## config.mk

```make
export PLATFORM = sky130hd
export DESIGN_NAME = lru_key_value_cache
export DESIGN_NICKNAME = d
export VERILOG_FILES = /design/src/rtl/lkv_pkg.sv /design/src/rtl/lkv_ram.sv /design/src/rtl/lkv_ctrl.sv /design/src/rtl/lkv_dp.sv /design/src/rtl/lru_key_value_cache.sv
export SDC_FILE = /design/constraint.sdc
export NUM_CORES = 2
export LEC_CHECK = 0
export BUFFER_PORTS_ARGS = -buffer_cell sky130_fd_sc_hd__buf_2
export CORE_UTILIZATION = 56
export CTS_CLUSTER_DIAMETER = 60
export DETAILED_ROUTE_END_ITERATION = 6
export GPL_TIMING_DRIVEN = 0
export PLACE_DENSITY_LB_ADDON = 0.12
export SETUP_SLACK_MARGIN = 0.05
export SYNTH_ARGS = -nofsm -noshare
export SYNTH_HDL_FRONTEND = slang
export SYNTH_SLANG_ARGS = --single-unit
```

## constraint.sdc

```tcl
create_clock -name clk -period 7.67 [get_ports clk]
set_input_delay 1.534 -clock clk [delete_from_list [all_inputs] [get_ports clk]]
set_output_delay 1.534 -clock clk [all_outputs]
set_load 0.01 [all_outputs]
```

## src/rtl/lkv_pkg.sv

```systemverilog
// Shared types, constants and handshake structs for the LRU key/value cache.
// No dependencies; the files that use this package refer to it by scoped names.
`timescale 1ns / 1ps
`default_nettype none

package lkv_pkg;

  localparam int ENTRIES    = 16;
  localparam int VALUE_BITS = 32;
  localparam int KEY_BITS   = 64;
  localparam int CAP_BITS   = 5;
  localparam int SLOT_W     = (ENTRIES > 1) ? $clog2(ENTRIES) : 1;
  localparam int CNT_W      = $clog2(ENTRIES + 1);

  typedef logic [SLOT_W-1:0]     slot_t;
  typedef logic [CNT_W-1:0]      cnt_t;
  typedef logic [VALUE_BITS-1:0] value_t;
  typedef logic [KEY_BITS-1:0]   key_t;
  typedef logic [CAP_BITS-1:0]   cap_t;
  typedef logic [1:0]            cmd_t;
  typedef logic [31:0]           stat_cnt_t;

  localparam cmd_t CMD_GET   = 2'd0;
  localparam cmd_t CMD_PUT   = 2'd1;
  localparam cmd_t CMD_CLEAR = 2'd2;

  localparam logic [1:0] REG_CAPACITY = 2'd0;
  localparam cap_t       CAP_RESET    = 5'd16;

  typedef enum logic [1:0] {
    ST_IDLE,
    ST_LOCATE,
    ST_UPDATE,
    ST_RESULT
  } state_t;

  // Controller to datapath
  typedef struct packed {
    logic load;
    logic locate;
    logic update;
    logic emit;
  } dp_ctrl_t;

  // Datapath to controller
  typedef struct packed {
    logic out_free;
  } dp_stat_t;

endpackage

`default_nettype wire

```

## src/rtl/lkv_ram.sv

```systemverilog
// Generic simple dual-port RAM with registered read.
// No dependencies.
`timescale 1ns / 1ps
`default_nettype none

module lkv_ram #(
  parameter int WIDTH = 32,
  parameter int DEPTH = 16
) (
  input  wire logic                                clk,
  input  wire logic                                we,
  input  wire logic [$clog2(DEPTH > 1 ? DEPTH : 2)-1:0] waddr,
  input  wire logic [WIDTH-1:0]                    wdata,
  input  wire logic                                re,
  input  wire logic [$clog2(DEPTH > 1 ? DEPTH : 2)-1:0] raddr,
  output      logic [WIDTH-1:0]                    rdata
);

  logic [WIDTH-1:0] mem_r [DEPTH];

  always_ff @(posedge clk) begin
    if (we) begin
      mem_r[waddr] <= wdata;
    end
    if (re) begin
      rdata <= mem_r[raddr];
    end
  end

endmodule

`default_nettype wire

```

## src/rtl/lkv_ctrl.sv

```systemverilog
// Sequencer for the LRU key/value cache: accept, locate, update, deliver.
// Depends on lkv_pkg.
`timescale 1ns / 1ps
`default_nettype none

module lkv_ctrl (
  input  wire logic              clk,
  input  wire logic              rst_n,
  input  wire logic              in_tvalid,
  output      logic              in_tready,
  input  wire lkv_pkg::dp_stat_t stat,
  output      lkv_pkg::dp_ctrl_t ctrl
);

  lkv_pkg::state_t state_r, state_nxt;

  always_ff @(posedge clk) begin
    if (!rst_n) begin
      state_r <= lkv_pkg::ST_IDLE;
    end else begin
      state_r <= state_nxt;
    end
  end

  always_comb begin
    state_nxt = state_r;
    ctrl      = '0;
    in_tready = 1'b0;
    case (state_r)
      lkv_pkg::ST_IDLE: begin
        in_tready = 1'b1;
        if (in_tvalid) begin
          ctrl.load = 1'b1;
          state_nxt = lkv_pkg::ST_LOCATE;
        end
      end
      lkv_pkg::ST_LOCATE: begin
        ctrl.locate = 1'b1;
        state_nxt   = lkv_pkg::ST_UPDATE;
      end
      lkv_pkg::ST_UPDATE: begin
        ctrl.update = 1'b1;
        state_nxt   = lkv_pkg::ST_RESULT;
      end
      lkv_pkg::ST_RESULT: begin
        // hold until the output register can take the item
        if (stat.out_free) begin
          ctrl.emit = 1'b1;
          state_nxt = lkv_pkg::ST_IDLE;
        end
      end
      default: begin
        state_nxt = lkv_pkg::ST_IDLE;
      end
    endcase
  end

endmodule

`default_nettype wire

```

## src/rtl/lkv_dp.sv

```systemverilog
// Datapath: key registers with parallel compare, recency list, counters,
// value RAM and output register. Depends on lkv_pkg and lkv_ram.
`timescale 1ns / 1ps
`default_nettype none

module lkv_dp (
  input  wire logic              clk,
  input  wire logic              rst_n,
  input  wire lkv_pkg::dp_ctrl_t ctrl,
  output      lkv_pkg::dp_stat_t stat,
  input  wire logic [1:0]        in_tuser,
  input  wire logic [95:0]       in_tdata,
  input  wire lkv_pkg::cap_t     capacity,
  output      logic              out_tvalid,
  input  wire logic              out_tready,
  output      logic              out_tuser,
  output      logic [103:0]      out_tdata
);

  localparam int E = lkv_pkg::ENTRIES;

  // held item
  lkv_pkg::cmd_t   cmd_r;
  lkv_pkg::key_t   key_r;
  lkv_pkg::value_t val_r;

  // store
  lkv_pkg::key_t   keys_r [E];
  lkv_pkg::slot_t  rec_r  [E];
  lkv_pkg::cnt_t   vc_r;
  lkv_pkg::stat_cnt_t hit_cnt_r, miss_cnt_r;

  // lookup results
  logic [E-1:0]    slot_eq_r;
  logic            hit_r;
  lkv_pkg::cnt_t   hit_pos_r;
  lkv_pkg::slot_t  hit_slot_r;
  lkv_pkg::slot_t  free_slot_r;
  lkv_pkg::cnt_t   vc_ev_r;

  // result staging and output register
  logic            res_hit_r, res_get_hit_r;
  logic            out_valid_r, out_hit_r;
  logic [31:0]     out_value_r;
  lkv_pkg::cap_t   out_count_r;
  lkv_pkg::stat_cnt_t out_hits_r, out_miss_r;

  lkv_pkg::cnt_t   cap_eff;
  logic [E-1:0]    pos_hit;
  logic            any_hit;
  lkv_pkg::cnt_t   hit_pos;
  lkv_pkg::cnt_t   vc_ev;
  logic [E-1:0]    slot_used;
  lkv_pkg::slot_t  free_slot;

  logic            shift_en;
  lkv_pkg::cnt_t   shift_lim;
  lkv_pkg::slot_t  shift_head;
  logic            ram_we, ram_re;
  lkv_pkg::slot_t  ram_waddr;
  lkv_pkg::value_t ram_rdata;

  assign cap_eff = (32'(capacity) > 32'(E)) ? lkv_pkg::cnt_t'(E) : lkv_pkg::cnt_t'(capacity);

  // locate: find the matching position among valid ones, and the free slot
  // left once least-recent entries are dropped for an insert
  always_comb begin
    for (int p = 0; p < E; p++) begin
      pos_hit[p] = (lkv_pkg::cnt_t'(p) < vc_r) && slot_eq_r[rec_r[p]];
    end
    any_hit = (|pos_hit) && (cap_eff != '0);
    hit_pos = '0;
    for (int p = E - 1; p >= 0; p--) begin
      if (pos_hit[p]) begin
        hit_pos = lkv_pkg::cnt_t'(p);
      end
    end
    vc_ev = (vc_r >= cap_eff && cap_eff != '0) ? cap_eff - 1'b1 : vc_r;
    for (int s = 0; s < E; s++) begin
      slot_used[s] = 1'b0;
      for (int p = 0; p < E; p++) begin
        if ((lkv_pkg::cnt_t'(p) < vc_ev) && (rec_r[p] == lkv_pkg::slot_t'(s))) begin
          slot_used[s] = 1'b1;
        end
      end
    end
    free_slot = '0;
    for (int s = E - 1; s >= 0; s--) begin
      if (!slot_used[s]) begin
        free_slot = lkv_pkg::slot_t'(s);
      end
    end
  end

  // update: decide list shift and RAM access
  always_comb begin
    shift_en   = 1'b0;
    shift_lim  = hit_pos_r;
    shift_head = hit_slot_r;
    ram_we     = 1'b0;
    ram_re     = 1'b0;
    ram_waddr  = hit_slot_r;
    if (ctrl.update) begin
      case (cmd_r)
        lkv_pkg::CMD_GET: begin
          shift_en = hit_r;
          ram_re   = hit_r;
        end
        lkv_pkg::CMD_PUT: begin
          if (cap_eff != '0) begin
            shift_en = 1'b1;
            ram_we   = 1'b1;
            if (!hit_r) begin
              shift_lim  = vc_ev_r;
              shift_head = free_slot_r;
              ram_waddr  = free_slot_r;
            end
          end
        end
        default: begin
        end
      endcase
    end
  end

  always_ff @(posedge clk) begin
    if (ctrl.load) begin
      cmd_r <= in_tuser;
      key_r <= in_tdata[63:0];
      val_r <= lkv_pkg::value_t'(in_tdata[95:64]);
      for (int s = 0; s < E; s++) begin
        slot_eq_r[s] <= (keys_r[s] == in_tdata[63:0]);
      end
    end
    if (ctrl.locate) begin
      hit_r       <= any_hit;
      hit_pos_r   <= hit_pos;
      hit_slot_r  <= rec_r[hit_pos[lkv_pkg::SLOT_W-1:0]];
      free_slot_r <= free_slot;
      vc_ev_r     <= vc_ev;
    end
    if (ctrl.update) begin
      res_hit_r     <= hit_r && (cmd_r == lkv_pkg::CMD_GET || cmd_r == lkv_pkg::CMD_PUT);
      res_get_hit_r <= hit_r && (cmd_r == lkv_pkg::CMD_GET);
      if (cmd_r == lkv_pkg::CMD_PUT && cap_eff != '0 && !hit_r) begin
        keys_r[free_slot_r] <= key_r;
      end
    end
    if (ctrl.emit) begin
      out_hit_r   <= res_hit_r;
      out_value_r <= res_get_hit_r ? 32'(ram_rdata) : 32'd0;
      out_count_r <= lkv_pkg::cap_t'(vc_r);
      out_hits_r  <= hit_cnt_r;
      out_miss_r  <= miss_cnt_r;
    end
  end

  always_ff @(posedge clk) begin
    if (!rst_n) begin
      for (int p = 0; p < E; p++) begin
        rec_r[p] <= '0;
      end
      vc_r        <= '0;
      hit_cnt_r   <= '0;
      miss_cnt_r  <= '0;
      out_valid_r <= 1'b0;
    end else begin
      if (shift_en) begin
        for (int p = 1; p < E; p++) begin
          if (lkv_pkg::cnt_t'(p) <= shift_lim) begin
            rec_r[p] <= rec_r[p-1];
          end
        end
        rec_r[0] <= shift_head;
      end
      if (ctrl.update) begin
        case (cmd_r)
          lkv_pkg::CMD_GET: begin
            if (hit_r) begin
              hit_cnt_r <= (&hit_cnt_r) ? hit_cnt_r : hit_cnt_r + 1'b1;
            end else begin
              miss_cnt_r <= (&miss_cnt_r) ? miss_cnt_r : miss_cnt_r + 1'b1;
            end
          end
          lkv_pkg::CMD_PUT: begin
            if (cap_eff != '0 && !hit_r) begin
              vc_r <= vc_ev_r + 1'b1;
            end
          end
          lkv_pkg::CMD_CLEAR: begin
            vc_r <= '0;
          end
          default: begin
          end
        endcase
      end
      if (ctrl.emit) begin
        out_valid_r <= 1'b1;
      end else if (out_tready) begin
        out_valid_r <= 1'b0;
      end
    end
  end

  lkv_ram #(
    .WIDTH (lkv_pkg::VALUE_BITS),
    .DEPTH (E)
  ) u_values (
    .clk   (clk),
    .we    (ram_we),
    .waddr (ram_waddr),
    .wdata (val_r),
    .re    (ram_re),
    .raddr (hit_slot_r),
    .rdata (ram_rdata)
  );

  assign stat.out_free = !out_valid_r || out_tready;
  assign out_tvalid    = out_valid_r;
  assign out_tuser     = out_hit_r;
  assign out_tdata     = {3'b000, out_miss_r, out_hits_r, out_count_r, out_value_r};

endmodule

`default_nettype wire

```

## src/rtl/lru_key_value_cache.sv

```systemverilog
// Top level of the LRU key/value cache: APB capacity register and wiring of
// controller and datapath. Depends on lkv_pkg, lkv_ctrl, lkv_dp, lkv_ram.
`timescale 1ns / 1ps
`default_nettype none

// Fully associative least-recently-used store of 16 entries, 64-bit keys and
// 32-bit value handles. Send an item with in_tuser as the command (0 get,
// 1 put, 2 clear; 3 does nothing) and key and value in in_tdata; every item
// returns exactly one result item. Steps: an item is taken in the idle state,
// where all 16 keys are compared at once; the locate state, in the next cycle,
// finds the matching recency position and the free slot; the update state
// applies the update and starts the value RAM read; the result state loads
// the output register, waiting while that register is full and not read. The
// next item is accepted once the result state has loaded the output register;
// the registered read of the value RAM and the one-step recency update shape
// this sequence. A result waiting in the output register does not block the
// next item from starting. Capacity (APB address 0, reset 16, values above
// 16 act as 16, 0 disables the store) may be written only while no item is
// in flight. No initialization pass follows reset: stored keys and values
// need no clearing since only listed slots are ever read.
module lru_key_value_cache (
  input  wire logic         clk,
  input  wire logic         rst_n,
  // input channel
  input  wire logic         in_tvalid,
  output      logic         in_tready,
  input  wire logic [95:0]  in_tdata,   // key [63:0], value_in [95:64]
  input  wire logic [1:0]   in_tuser,   // cmd [1:0]
  // result channel
  output      logic         out_tvalid,
  input  wire logic         out_tready,
  output      logic [103:0] out_tdata,  // value_out [31:0], entry_count [36:32],
                                        // hit_total [68:37], miss_total [100:69]
  output      logic         out_tuser,  // hit
  // configuration
  input  wire logic         cfg_psel,
  input  wire logic         cfg_penable,
  input  wire logic         cfg_pwrite,
  input  wire logic [1:0]   cfg_paddr,
  input  wire logic [31:0]  cfg_pwdata,
  output      logic [31:0]  cfg_prdata,
  output      logic         cfg_pready
);

  lkv_pkg::cap_t     capacity_r;
  lkv_pkg::dp_ctrl_t ctrl;
  lkv_pkg::dp_stat_t stat;
  logic              cfg_wr;

  // write completes in the access phase; pready is tied high
  assign cfg_pready = 1'b1;
  assign cfg_wr     = cfg_psel && cfg_penable && cfg_pwrite
                      && (cfg_paddr == lkv_pkg::REG_CAPACITY);

  always_ff @(posedge clk) begin
    if (!rst_n) begin
      capacity_r <= lkv_pkg::CAP_RESET;
    end else if (cfg_wr) begin
      capacity_r <= cfg_pwdata[lkv_pkg::CAP_BITS-1:0];
    end
  end

  // only one register: other addresses read as zero
  assign cfg_prdata = (cfg_paddr == lkv_pkg::REG_CAPACITY)
                      ? {27'd0, capacity_r} : 32'd0;

  lkv_ctrl u_ctrl (
    .clk       (clk),
    .rst_n     (rst_n),
    .in_tvalid (in_tvalid),
    .in_tready (in_tready),
    .stat      (stat),
    .ctrl      (ctrl)
  );

  lkv_dp u_dp (
    .clk        (clk),
    .rst_n      (rst_n),
    .ctrl       (ctrl),
    .stat       (stat),
    .in_tuser   (in_tuser),
    .in_tdata   (in_tdata),
    .capacity   (capacity_r),
    .out_tvalid (out_tvalid),
    .out_tready (out_tready),
    .out_tuser  (out_tuser),
    .out_tdata  (out_tdata)
  );

endmodule

`default_nettype wire
```

; ---- After elaboration in Yosys (flattened, before gate mapping)
; Memories as Yosys holds them, arrays and structs flattened. A register that Yosys moved wholly into a read port is not among the register bits.
; Cells that the tools add are included.
[word_totals]
register_bits = 310
latch_bits = 0
mem_bits_rw = 1600
mem_bits_ro = 0
input_bits = 139
wordCells = 1135
n_memories = 3
[classes]
n_addsub = 4
multipliers = 0
n_div = 0
n_lt_le_gt_ge = 65
n_eq_ne = 264
n_shift = 0
n_mux = 436
n_bitwise = 19
reduce_logical = 319
[memory_table]
columns = name, depth, word_bits, rd, rd_ports_with_merged_regs, write_ports, line
row1 = u_dp.keys_r, 16, 64, 16, 0, 1, lkv_dp.sv:28  ; lkv_pkg::key_t keys_r [E];
row2 = u_dp.u_values.mem_r, 16, 32, 1, 1, 1, lkv_ram.sv:19  ; logic [WIDTH-1:0] mem_r [DEPTH];
row3 = u_dp.rec_r, 16, 4, 17, 1, 16, lkv_dp.sv:29  ; lkv_pkg::slot_t rec_r [E];
[ops]
columns = op, n
row1 = $eq A64 B64 Y1, 16
row2 = $eq A4 B4 Y1 const B, 128
row3 = $mux W1, 357
row4 = $logic_and A1 B1 Y1, 282
row5 = $eq A4 B3 Y1 const B, 64
row6 = $mux W4, 44
row7 = $eq A4 B2 Y1 const B, 32
row8 = $lt A4 B5 Y1 const A, 16
row9 = $lt A4 B5 Y1 const B, 16
row10 = $add A32 B1 Y32 const B, 2
row11 = $bmux W1 S4, 16
row12 = $eq A4 B1 Y1 const B, 16
row13 = $logic_not A4 Y1, 16
row14 = $reduce_and A32 Y1, 2
row15 = $le A4 B5 Y1 const A, 8
row16 = $lt A3 B5 Y1 const A, 8
row17 = $mux W5, 8
row18 = $le A3 B5 Y1 const A, 4
row19 = $lt A1 B5 Y1 const A, 4
row20 = $lt A2 B5 Y1 const A, 4
row21 = $or A1 B1 Y1, 16
row22 = $reduce_or A16 Y1, 1
row23 = $reduce_or A15 Y1, 1
row24 = $mux W3, 4
row25 = other kinds (23), 42

; ---- Depth between registers and ports, before layout
[depth]
depth_word = 38
depth_mapped = 18

; ---- Cells and area by module
; Synthesis repeated with hierarchy kept, for this count alone.
[unflattened]
hier_cells = 5326
area_unflattened_um2 = 83595.2
[modules_own_cells]
columns = mod, n_inst, cells_each, area_per_inst_um2, seq_area_each_um2
row1 = lkv_dp, 1, 4412, 62785.2, 40919.2
row2 = lkv_ram, 1, 838, 20155.6, 16335.7
row3 = lru_key_value_cache, 1, 58, 483.0, 100.1
row4 = lkv_ctrl, 1, 18, 171.4, 40.0

; ---- Worst setup path after synthesis
; OpenSTA, ideal clock, no wires.
[synth_path]
path_type = reg-to-reg
startpoint = reg capacity_r[4]
endpoint = mem u_dp.keys_r[6][0] in the netlist's numbering (enable)
setup_ns = 0.564
arrival_ns = 7.083
slack_ns = 0.022
stages_incl_launch_ff = 14
path_buffers = 5
path_cell_list = dfxtp_1 > clkbuf_1 > clkbuf_1 > nor2b_1 > inv_1 > ha_1 > or4b_1 > and3_1 > nor2b_1 > clkbuf_1 > clkbuf_1 > clkbuf_1 > nand3_1 > nor3_1
[synth_via]
elab_chain_cells = 8
[synth_rtl]
columns = item, line
row1 = start: declaration, lru_key_value_cache.sv:45  ; lkv_pkg::cap_t capacity_r;
row2 = start signal: assignment, lru_key_value_cache.sv:57  ; capacity_r <= lkv_pkg::CAP_RESET;
row3 = start signal: assignment, lru_key_value_cache.sv:59  ; capacity_r <= cfg_pwdata[lkv_pkg::CAP_BITS-1:0];
row4 = $gt A5 B5 Y1, lkv_dp.sv:63  ; assign cap_eff = (32'(capacity) > 32'(E)) ? lkv_pkg::cnt_t'(E) : lkv_pkg::cnt_t'(capacity);
row5 = $mux W5 *, lkv_dp.sv:63
row6 = $reduce_bool A5 Y1 *, lkv_dp.sv:145  ; if (cmd_r == lkv_pkg::CMD_PUT && cap_eff != '0 && !hit_r) begin
row7 = $logic_and A1 B1 Y1 * (2 in a row), lkv_dp.sv:145
row8 = $mux W1 *, lkv_dp.sv:145
row9 = $mux W1 *, lkv_dp.sv:142  ; if (ctrl.update) begin
row10 = $mux W1 (not written as such) *, lkv_dp.sv:146  ; keys_r[free_slot_r] <= key_r;
row11 = end: declaration, lkv_dp.sv:28
; Every way passes the cells marked *; elsewhere a longest branch is shown, timed or not.

; ---- Worst setup path after layout
[layout_path]
startpoint = reg capacity_r[4]
endpoint = reg u_dp.free_slot_r[1], data pin
[layout_via]
elab_chain_cells = 37
[layout_rtl]
columns = item, line
row1 = $gt A5 B5 Y1, lkv_dp.sv:63
row2 = $mux W5 *, lkv_dp.sv:63
row3 = $ge A5 B5 Y1 / $reduce_bool A5 Y1 (equally long branches), lkv_dp.sv:78  ; vc_ev = (vc_r >= cap_eff && cap_eff != '0) ? cap_eff - 1'b1 : vc_r;
row4 = $logic_and A1 B1 Y1, lkv_dp.sv:78
row5 = $mux W5 *, lkv_dp.sv:78
row6 = $lt A1 B5 Y1, lkv_dp.sv:82  ; if ((lkv_pkg::cnt_t'(p) < vc_ev) && (rec_r[p] == lkv_pkg::slot_t'(s))) begin
row7 = $logic_and A1 B1 Y1, lkv_dp.sv:82
row8 = $mux W1 (16 in a row), lkv_dp.sv:82
row9 = $mux W4 (8 in a row), lkv_dp.sv:89  ; if (!slot_used[s]) begin
row10 = $mux W3 (4 in a row), lkv_dp.sv:89
row11 = $mux W2 (2 in a row), lkv_dp.sv:89
row12 = end signal: assignment, lkv_dp.sv:139  ; free_slot_r <= free_slot;
row13 = end: declaration, lkv_dp.sv:38  ; lkv_pkg::slot_t free_slot_r;
; Marks and branches as above.
; A chain may end at the register's enable or synchronous reset.

==> metrics.cfg <==
[floorplanning]
fp.coreArea_um2=148000
die_area_um2=151000
num_rows=141
ioPinCount=279
dieWidth_um=388
initial_core_util=0.565
die_h_um=388

[routing]
detail_route.first_pass.iterations=6
drt_wl_total_um=282000
ant_nets=0
drc=0
avgViaCountPerCell=6.49
num_vias=51300
first_iter_violations=7502
wl_per_cell_um=35.7

[layout]
finalNonFillerCells=7905
area_growth_pct=14.2
layout-drive-gt1-share=0.157
layout.nets=5963
final_util=0.645

[power]
ir_drop_uv=295
powerDensity_nw_per_um2=284
p_leak_nw=31.6

[status]
violations=capacitance limit, slew limit
outcome=finished with violations

[clock_network]
clock_latency_ps=860
clockBufferDepth=3
cts_htree_levels=4
post_cts_buffers=0
root_buffer=clkbuf_16
cts_inserted_buffers=193
clk_pin_slew_ps=60
cts-hold-fix-buffers=0
cts.sinks=1945
cts_tree=done
cts_resized=0

[grt]
grt_remaining_overflow=0
antenna_found_initial=21
grt_max_degree=47
grt_pass1_wl_um=385000
grt.total_usage=0.374
grt_pass1_vias=48200

[synthesis]
synth_cell_types=92
yosysSeqAreaShare=0.688
synth_warnings=0
synthArstFlopShare=0
avgSynthCellArea_um2=15.8
ys.flop_type=edfxtp_1
postSynthCellCount=5291
synth_edf_count=1844
netlist_area_um2=83500
ys_ff_latch=1945

[setup_path]
arrival_ps=7770
critPathLaunchType=flip-flop
cp-end-kind=flip-flop
cp_max_fo=10
critical_path_class=flip-flop to flip-flop
worstPathRequired_ps=8170

[sta]
tightest_slew_ps=1590
worst_clock_skew_ps=66.7
drv_slew=123
fin_crit_sh=0.948
finalCriticalPeriod_ps=7270
grt_setup_unrepaired=false
slew_headroom=-0.0689
max_freq_mhz=138
setup_viol=0
hold_viol=0

[placement]
io_buffers=220
dp_hpwl_um=193000
post-place-cells=7544
gp_congestion=1.02

[run]
maxCapViolations=11

[hold_path]
hold_class=flip-flop to flip-flop

final cells by class:
type                            count  area, um^2
Clock buffer                      229        4990
Timing Repair Buffer              296        2540
Tap cell                         1930        2410
Inverter                           31         116
Multi-Input combinational cell   3008       25000
Antenna cell                       10        25.0
Fill cell                       10600       52500
Clock inverter                    120        1390
Buffer                            336        1440
Sequential cell                  1945       57400
final timing paths:
| kind | cells after the start | to | start | slack, ps |
|---|---|---|---|---|
| worst max-delay path | 17 | u_dp.free_slot_r[1]$_SDFFCE_PN0N_ | capacity_r[4]$_SDFFE_PN1P_ | 400 |
| worst min-delay path | 0 | u_dp.out_count_r[0]$_DFFE_PP_ | u_dp.vc_r[0]$_SDFFE_PN0P_ | 430 |
| worst min register to register | 0 | u_dp.out_count_r[0]$_DFFE_PP_ | u_dp.vc_r[0]$_SDFFE_PN0P_ | 430 |
| worst max register to register | 17 | u_dp.free_slot_r[1]$_SDFFCE_PN0N_ | capacity_r[4]$_SDFFE_PN1P_ | 400 |
layout by cell type, fill, tap and decap left out, drive strengths merged, types with 47 or more instances in the layout:
| cell | instances |
|---|---|
| nor2b | 54 |
| clkbuf | 486 |
| clkinv | 79 |
| nand4 | 103 |
| edfxtp | 1844 |
| a21oi | 47 |
| dfxtp | 101 |
| buf | 375 |
| nor2 | 204 |
| nand3 | 82 |
| nor4 | 287 |
| mux4 | 210 |
| mux2i | 68 |
| o21ai | 86 |
| xor2 | 1053 |
| and2 | 96 |
| nand2 | 179 |
power breakdown:
part | internal (mW) | total, mW | switching, mW
combinational | 1.46 | 3.73 | 2.27
sequential | 12.6 | 13.8 | 1.20
clock | 5.37 | 9.52 | 4.16
total | 19.5 | 27.1 | 7.63
critical path, cell delays in order, from the launching register on:
cell	delay (ps)
dfxtp_1	300
clkbuf_1	300
clkbuf_1	360
nor2b_1	200
inv_1	90
ha_1	240
nor4b_2	750
nor2_1	270
a21oi_2	520
a22oi_1	170
clkbuf_1	280
o21ai_1	650
o32ai_1	370
nor4b_1	990
nand3_1	310
and2_1	250
o2111a_1	140
a211oi_1	710
cell usage after synthesis, drive strengths merged, types with 36 or more instances:
cell,n,share of area
edfxtp,1844,0.66
xor2,1053,0.11
nor4,287,0.022
clkbuf,256,0.012
mux4,210,0.057
nor2,204,0.0093
nand2,179,0.0081
nand4,103,0.0077
dfxtp,101,0.024
and2,96,0.0072
o21ai,86,0.0052
nand3,82,0.0049
buf,80,0.0055
mux2i,68,0.0082
nor2b,54,0.0040
a21oi,47,0.0029
nor3,45,0.0027
or3,36,0.0027
sequential cells by signal, indices dropped and copies added (netlist names), 16 cells and up:
signal               cells
u_dp.keys_r           1024
u_dp.key_r              64
u_dp.miss_cnt_r         32
u_dp.u_values.rdata     32
u_dp.slot_eq_r          16
u_dp.out_value_r        32
u_dp.out_miss_r         32
u_dp.val_r              32
u_dp.u_values.mem_r    512
u_dp.out_hits_r         32
u_dp.hit_cnt_r          32
u_dp.rec_r              64
per-layer routing:
metal	vias to the layer above	global-route usage	wire length [um]
li1	21100	-	-
met1	26000	0.490	103000
met2	3445	0.588	130000
met5	-	0	52
met3	757	0.0740	29300
met4	10	0.210	19600
metrics by stage:
step                       TNS, ps  power [mW]  hold WS (ps)  setup slack [ps]  cell area, um^2
after global placement    -1668610        17.6           415             -3710            87100
after CTS                        0        27.1           422               752            95200
final                            0        27.1           428               398            95300
after detailed placement         0        17.7           417               820            88900
after global routing             0        27.7           425               322            95300
after floorplan                  0        15.6           400               462            83600
cells by family after synthesis:
family	count (synthesis)	synth area share
buffers and inverters	367	0.0184
other	2	0.0000900
flip-flops	1945	0.688
XOR/XNOR	1074	0.113
adder cells (fa/ha/maj)	13	0.00195
AO/OA/AOI/OAI	363	0.0305
AND/OR/NAND/NOR	1221	0.0798
multiplexers	306	0.0689
Note: power is estimated with default switching activity, not from simulation.
